[config.mk]
export PLATFORM = sky130hd
export DESIGN_NAME = argb_raster_blend_unit
export DESIGN_NICKNAME = d
export VERILOG_FILES = /design/src/rtl/arbu_pkg.sv /design/src/rtl/argb_raster_blend_unit.sv /design/src/rtl/arbu_div.sv
export SDC_FILE = /design/constraint.sdc
export NUM_CORES = 2
export LEC_CHECK = 0
export BUFFER_PORTS_ARGS = -buffer_cell sky130_fd_sc_hd__buf_2
export CAP_MARGIN = 10
export CORE_UTILIZATION = 39
export DETAILED_ROUTE_END_ITERATION = 8
export GPL_TIMING_DRIVEN = 0
export PLACE_DENSITY = 0.52
export SYNTH_ARGS = -nofsm -noshare
export SYNTH_HDL_FRONTEND = slang
export SYNTH_HIERARCHICAL = 1
export SYNTH_SLANG_ARGS = --single-unit
export TNS_END_PERCENT = 20
[constraint.sdc]
create_clock -name clk_i -period 25.2 [get_ports clk_i]
set_input_delay 1.26 -clock clk_i [delete_from_list [all_inputs] [get_ports clk_i]]
set_output_delay 1.26 -clock clk_i [all_outputs]
set_load 0.01 [all_outputs]
[src/rtl/arbu_pkg.sv]
`default_nettype none
package arbu_pkg;

  localparam int unsigned PipeLast = 8;
  localparam int unsigned DivStages = 4;

  typedef enum logic [3:0] {
    MODE_COPY      = 4'd0,
    MODE_ALPHA     = 4'd1,
    MODE_DIM_ALPHA = 4'd2,
    MODE_DIM       = 4'd3,
    MODE_GRAY      = 4'd4,
    MODE_GRAY_GLOB = 4'd5,
    MODE_GLOBAL    = 4'd6,
    MODE_AVERAGE   = 4'd7,
    MODE_DEST_A    = 4'd8
  } blend_mode_e;

  localparam logic REG_BLEND_MODE   = 1'b0;
  localparam logic REG_GLOBAL_ALPHA = 1'b1;

  localparam logic [31:0] HalfMask  = 32'h007f7f7f;
  localparam logic [31:0] AlphaMask = 32'hff000000;

  typedef struct packed {
    logic [3:0]  mode;
    logic [7:0]  ga;
    logic [31:0] s;
    logic [31:0] d;
    logic [7:0]  y;
    logic [15:0] t;
    logic [7:0]  n;
    logic [15:0] sum_r;
    logic [15:0] sum_g;
    logic [15:0] sum_b;
    logic [31:0] res;
  } pipe_t;

  // exact floor(x/255) for x up to 65279
  function automatic logic [7:0] div255(input logic [15:0] x);
    logic [16:0] acc;
    acc = {1'b0, x} + {9'd0, x[15:8]} + 17'd1;
    return acc[15:8];
  endfunction

  // floor(x/10) for x below 2048
  function automatic logic [7:0] div10(input logic [10:0] x);
    logic [23:0] prod;
    prod = {13'd0, x} * 24'd6554;
    return prod[23:16];
  endfunction

  function automatic logic [31:0] halve(input logic [31:0] p);
    return (p >> 1) & HalfMask;
  endfunction

endpackage
`default_nettype wire

[src/rtl/argb_raster_blend_unit.sv]
// an accepted request passes through pipeline registers p_q[0] to p_q[8] before its result is on m_axis
// throughput: one pixel per cycle; the output stall holds the whole pipeline
// the weight division for dest-alpha mode runs in a 4-stage divider, 2 bits a stage
// reset: asynchronous, active low; clears all valid bits, blend_mode to copy,
// global_alpha to 255
`default_nettype none
module argb_raster_blend_unit import arbu_pkg::*; (
  input  wire logic        clk_i,
  input  wire logic        rst_ni,
  input  wire logic        cfg_we_i,
  input  wire logic        cfg_addr_i,
  input  wire logic [7:0]  cfg_data_i,
  input  wire logic        s_axis_tvalid,
  output logic             s_axis_tready,
  input  wire logic [63:0] s_axis_tdata,  // src_pixel [31:0], dest_pixel [63:32]
  output logic             m_axis_tvalid,
  input  wire logic        m_axis_tready,
  output logic      [31:0] m_axis_tdata   // new_dest_pixel [31:0]
);
  logic [3:0] mode_q;
  logic [7:0] ga_q;

  always_ff @(posedge clk_i or negedge rst_ni) begin
    if (!rst_ni) begin
      mode_q <= MODE_COPY;
      ga_q   <= 8'hff;
    end else if (cfg_we_i) begin
      unique case (cfg_addr_i)
        REG_BLEND_MODE:   mode_q <= cfg_data_i[3:0];
        REG_GLOBAL_ALPHA: ga_q   <= cfg_data_i;
        default: ;
      endcase
    end
  end

  pipe_t p_q [PipeLast+1];
  pipe_t p_d [PipeLast+1];
  logic [PipeLast:0] v_q;
  logic en;
  logic [7:0] w_div;

  assign en = !v_q[PipeLast] || m_axis_tready;
  assign s_axis_tready = en;

  arbu_div u_div (
    .clk_i      (clk_i),
    .rst_ni     (rst_ni),
    .en_i       (en),
    .dividend_i ({p_q[2].s[31:24], 8'd0} - {8'd0, p_q[2].s[31:24]}),
    .divisor_i  (p_q[2].n),
    .quot_o     (w_div)
  );

  always_comb begin
    pipe_t x;
    logic [7:0] a, w, yr, yg, yb, dr, dg, db, sr, sg, sb;
    logic [23:0] sc;
    logic [31:0] hs;
    logic [31:0] mixp;

    // stage 0: capture request and configuration
    x = '0;
    x.mode = mode_q;
    x.ga   = ga_q;
    x.s    = s_axis_tdata[31:0];
    x.d    = s_axis_tdata[63:32];
    p_d[0] = x;

    // stage 1: luminance and alpha composition product
    x = p_q[0];
    yr = div10({2'b0, x.s[23:16], 1'b0} + {3'b0, x.s[23:16]});
    yg = div10({1'b0, x.s[15:8], 2'b0} + {2'b0, x.s[15:8], 1'b0});
    yb = div10({3'b0, x.s[7:0]});
    x.y = yr + yg + yb;
    x.t = 16'(8'(8'hff - x.s[31:24]) * 8'(8'hff - x.d[31:24]));
    p_d[1] = x;

    // stage 2: composed alpha
    x = p_q[1];
    x.n = 8'hff - div255(x.t);
    p_d[2] = x;

    for (int i = 3; i < 7; i++) p_d[i] = p_q[i-1];

    // stage 7: channel products
    x = p_q[6];
    a = x.s[31:24];
    hs = halve(x.s);
    unique case (x.mode)
      MODE_GRAY_GLOB, MODE_GLOBAL: w = x.ga;
      MODE_DEST_A:                 w = w_div;
      default:                     w = a;
    endcase
    unique case (x.mode)
      MODE_DIM_ALPHA: sc = hs[23:0];
      MODE_GRAY_GLOB: sc = {x.y, x.y, x.y};
      default:        sc = x.s[23:0];
    endcase
    dr = x.d[23:16]; dg = x.d[15:8]; db = x.d[7:0];
    sr = sc[23:16];  sg = sc[15:8];  sb = sc[7:0];
    x.sum_r = 16'(dr * 8'(8'hff - w)) + 16'(sr * w);
    x.sum_g = 16'(dg * 8'(8'hff - w)) + 16'(sg * w);
    x.sum_b = 16'(db * 8'(8'hff - w)) + 16'(sb * w);
    p_d[7] = x;

    // stage 8: normalise and pick the result
    x = p_q[7];
    a = x.s[31:24];
    mixp = {(x.mode == MODE_DEST_A) ? x.n : x.d[31:24],
            div255(x.sum_r), div255(x.sum_g), div255(x.sum_b)};
    unique case (x.mode)
      MODE_COPY:      x.res = x.s;
      MODE_ALPHA:     x.res = (a == 8'hff) ? ((x.d & AlphaMask) | x.s)
                            : (a != 8'd0) ? mixp : x.d;
      MODE_DIM_ALPHA: x.res = (a == 8'hff) ? ((x.s & AlphaMask) | halve(x.s))
                            : (a != 8'd0) ? mixp : x.d;
      MODE_DIM:       x.res = (x.s & AlphaMask) | halve(x.s);
      MODE_GRAY:      x.res = {a, x.y, x.y, x.y};
      MODE_GRAY_GLOB, MODE_GLOBAL: x.res = mixp;
      MODE_AVERAGE:   x.res = x.d - halve(x.d) + halve(x.s);
      MODE_DEST_A:    x.res = (a == 8'hff) ? x.s : (a != 8'd0) ? mixp : x.d;
      default:        x.res = x.d;
    endcase
    p_d[8] = x;
  end

  always_ff @(posedge clk_i or negedge rst_ni) begin
    if (!rst_ni) begin
      v_q <= '0;
    end else if (en) begin
      v_q <= {v_q[PipeLast-1:0], s_axis_tvalid};
    end
  end

  always_ff @(posedge clk_i) begin
    if (en) begin
      for (int i = 0; i <= PipeLast; i++) p_q[i] <= p_d[i];
    end
  end

  assign m_axis_tvalid = v_q[PipeLast];
  assign m_axis_tdata  = p_q[PipeLast].res;
endmodule
`default_nettype wire

[src/rtl/arbu_div.sv]
`default_nettype none
module arbu_div import arbu_pkg::*; (
  input  wire logic        clk_i,
  input  wire logic        rst_ni,
  input  wire logic        en_i,
  input  wire logic [15:0] dividend_i,
  input  wire logic [7:0]  divisor_i,
  output logic      [7:0]  quot_o
);
  // restoring division, two quotient bits per stage; quotient assumed below 256
  typedef struct packed {
    logic [7:0] rem;
    logic [7:0] low;
    logic [7:0] dvs;
    logic [7:0] quo;
  } div_t;

  div_t st_q [DivStages];
  div_t st_d [DivStages];

  function automatic div_t two_steps(input div_t x);
    div_t    r;
    logic [8:0] tr;
    r = x;
    for (int k = 0; k < 2; k++) begin
      tr = {r.rem, r.low[7]};
      r.low = {r.low[6:0], 1'b0};
      if (tr >= {1'b0, r.dvs}) begin
        tr = tr - {1'b0, r.dvs};
        r.quo = {r.quo[6:0], 1'b1};
      end else begin
        r.quo = {r.quo[6:0], 1'b0};
      end
      r.rem = tr[7:0];
    end
    return r;
  endfunction

  always_comb begin
    div_t init;
    init.rem = dividend_i[15:8];
    init.low = dividend_i[7:0];
    init.dvs = divisor_i;
    init.quo = 8'd0;
    st_d[0] = two_steps(init);
    for (int i = 1; i < DivStages; i++) st_d[i] = two_steps(st_q[i-1]);
  end

  always_ff @(posedge clk_i or negedge rst_ni) begin
    if (!rst_ni) begin
      for (int i = 0; i < DivStages; i++) st_q[i] <= '0;
    end else if (en_i) begin
      for (int i = 0; i < DivStages; i++) st_q[i] <= st_d[i];
    end
  end

  assign quot_o = st_q[DivStages-1].quo;
endmodule
`default_nettype wire

==> results.yml <==
worst_setup_path:
  reg2reg_depth: 24
  timing.critical_path.cells: "nor4b_2, nor2_1, buf_2, a21oi_1, clkbuf_1, buf_2, nand2_1, fa_1, inv_1, fa_1, inv_1, fa_1, fa_1, fa_1, inv_1, fa_1, ha_1, nand2_1, o21ai_0, nand4_1, and4_1, o31ai_1, a21oi_1, xnor2_1"
  r2r_slack_ns: 16.03
  crit_type: "register to register"
  critPathBufInv: 6
  slowest_delay_ns: 0.79
  cp.arrival_ns: 9.58
  crit_top_cell: "fa_1"
  end_kind: "register"
  rr_startpoint: "p_q[0][1202]$_DFFE_PP_"
  crit_slowest_cell: "nor4b_2"
  crit_path_max_fanout: 10
  required_ns: 25.60
  r2r-end: "p_q[0][1267]$_DFFE_PP_"
  path_delay_family: "adder cells"
  start_kind: "register"
  crit_start: "p_q[0][1202]$_DFFE_PP_"
cts:
  cts_resized: 0
  postCtsHoldBufs: 0
  clk_latency_ns: 0.74
  post-cts-setup-buffers: 0
  clk_pin_slew_ns: 0.06
  cts_buffers: 98
  clock-root-buffer: "clkbuf_16"
  cts.path.max_buffers: 3
  tritoncts: "built"
  htreeDepth: 3
  cts.sinks: 901
global_route:
  track_usage: 0.183
  antenna_found_initial: 1
  grt_max_degree: 113
  first_global_vias: 35178
  grt_first_pass_wirelength_mm: 206
  grt-ovfl-total: 0
drt:
  drt-wirelength-per-cell_um: 19.3
  dr.pass1.iters: 7
  viasPerCell: 5.04
  vias: 34533
  drc: 0
  antenna_left: 0
  drt-total-wl_mm: 132
  drt_iter0_markers: 2295
synthesis:
  ys_warn_count: 6
  synth_edf_count: 800
  syn_nets: 5677
  synthArstFlopShare: 0.112
  ys_ff_latch: 901
  ys_seq_area_frac: 0.465
  synthFlopType: "edfxtp_1"
  synth.distinct_cells: 102
  netlist_instances: 4629
  netlist_area_sq_mm: 0.0571
  avgSynthCellArea_sq_um: 12.3
die:
  die-area_sq_mm: 0.148
  coreArea_sq_mm: 0.146
  die_w_um: 385
  fp.dieH_um: 385
  rows: 140
  start_util: 0.393
  io-pin-count: 112
final_layout:
  area_delta_synth_final_pct: 11.2
  final_cell_mix: "edfxtp_1, inv_1, ha_1"
  nNetsFinal: 5899
  final_common_cell: "edfxtp_1"
  drive_above_1_share: 0.0928
timing:
  rsz0062_at_grt: "false"
  timing.final.hold_violations: 0
  fmax_mhz: 109
  setup_violations: 0
  worst_slew_pin_slew_ns: 1.59
  period_share: 0.364
  min_period_ns: 9.17
  fin_tns_setup_ns: 0
  slew_viol_final: 8
  slew_headroom: -0.0605
  clock_skew_ns: 0.0836
placement:
  dp_hpwl_mm: 102
  place_congestion: 0.904
  io_buffer_count: 111
status:
  violations: "max-slew violations"
  outcome: "finished, violations left"
min_path:
  hp-start: "p_q[0][627]$_DFFE_PP_"
  holdPathStages: 0
  whs_endpoint: "p_q[0][815]$_DFFE_PP_"
  hp-class: "register to register"
job:
  drv_cap: 0
-- stage by stage --
| step | cell area (sq um) | utilization | hold WS, ns | worst slack [ns] | std cells |
|---|---|---|---|---|---|
| floorplan | 57100 | - | 0.400 | 12.25 | 4629 |
| global placement | 60100 | 0.413 | 0.401 | 6.74 | 6657 |
| detailed placement | 60400 | 0.415 | 0.405 | 16.10 | 6668 |
| CTS | 63500 | 0.436 | 0.375 | 15.92 | 6851 |
| global route | 63500 | 0.436 | 0.396 | 15.51 | 6851 |
| finish | 63500 | 0.436 | 0.392 | 16.03 | 6854 |
-- cells by family after synthesis --
group	share of synthesized area
AOI/OAI and AO/OA	0.0844
xor gates and xnor gates	0.0300
adders and majority gates	0.268
buffers and inverters	0.0566
DFF	0.465
muxes	0.0153
and+or+nand+nor	0.0804
-- flip-flops by register name (all words and copies together), names as in the netlist --
| register | count |
|---|---|
| v_q | 9 |
| u_div/st_d | 30 |
| u_div/st_q | 42 |
| p_q | 800 |
| mode_q | 4 |
| u_div/quot_o | 8 |
| ga_q | 8 |
-- worst reg2reg max path, delay by kind of cell (launching register included) --
| family | cells | cell delay [ns] |
|---|---|---|
| AOI/OAI and AO/OA | 4 | 1.37 |
| adders and majority gates | 7 | 3.40 |
| and+or+nand+nor | 6 | 1.55 |
| xor gates and xnor gates | 1 | 0.42 |
| DFF | 1 | 0.56 |
| buffers and inverters | 6 | 1.55 |
-- how the worst max path moves through the flow --
stage | end | slack [ns] | cells past startpoint
2_1_floorplan | v_q[0]$_DFFE_PN0P_ | 12.25 | 3
3_3_place_gp | s_axis_tready | 6.74 | 4
3_5_place_dp | p_q[0][1267]$_DFFE_PP_ | 16.10 | 24
4_1_cts | p_q[0][1267]$_DFFE_PP_ | 15.92 | 24
5_1_grt | p_q[0][1267]$_DFFE_PP_ | 15.51 | 24
6_report | p_q[0][1267]$_DFFE_PP_ | 16.03 | 24
-- final cells by class --
cell class | count | area [sq um]
buffer | 118 | 538
multi-input combinational | 2889 | 27400
fill | 13466 | 82000
clock inverter | 55 | 566
antenna | 3 | 7.51
timing repair buffer | 122 | 793
clock buffer | 128 | 2610
tap | 1917 | 2400
sequential | 901 | 26600
inverter | 721 | 2710
-- synth_stat cells (73+ instances only) --
cell      instances  area (sq um)
xnor2_1         122          1070
and2_1          110           688
o21ai_0         117           586
a21oi_1         169           846
clkbuf_1         73           274
nor2_1          286          1070
dfrtp_1          93          2330
ha_1            543          6790
xor2_1           74           648
inv_1           721          2710
edfxtp_1        800         24000
nand2_1         268          1010
fa_1            427          8550
-- per-layer routing --
layer  wire (um)  vias up  global-route usage  share of wire
met5          20        -                   0        0.00015
met4        4290        2              0.0659          0.032
met3        5720      201              0.0247          0.043
met2       60500      721               0.290           0.46
met1       61600    17180               0.255           0.47
li1            -    16429                   -              -
Power is not shown: default switching activity piles up to over one toggle a cycle in this logic, so the estimate is an artifact.
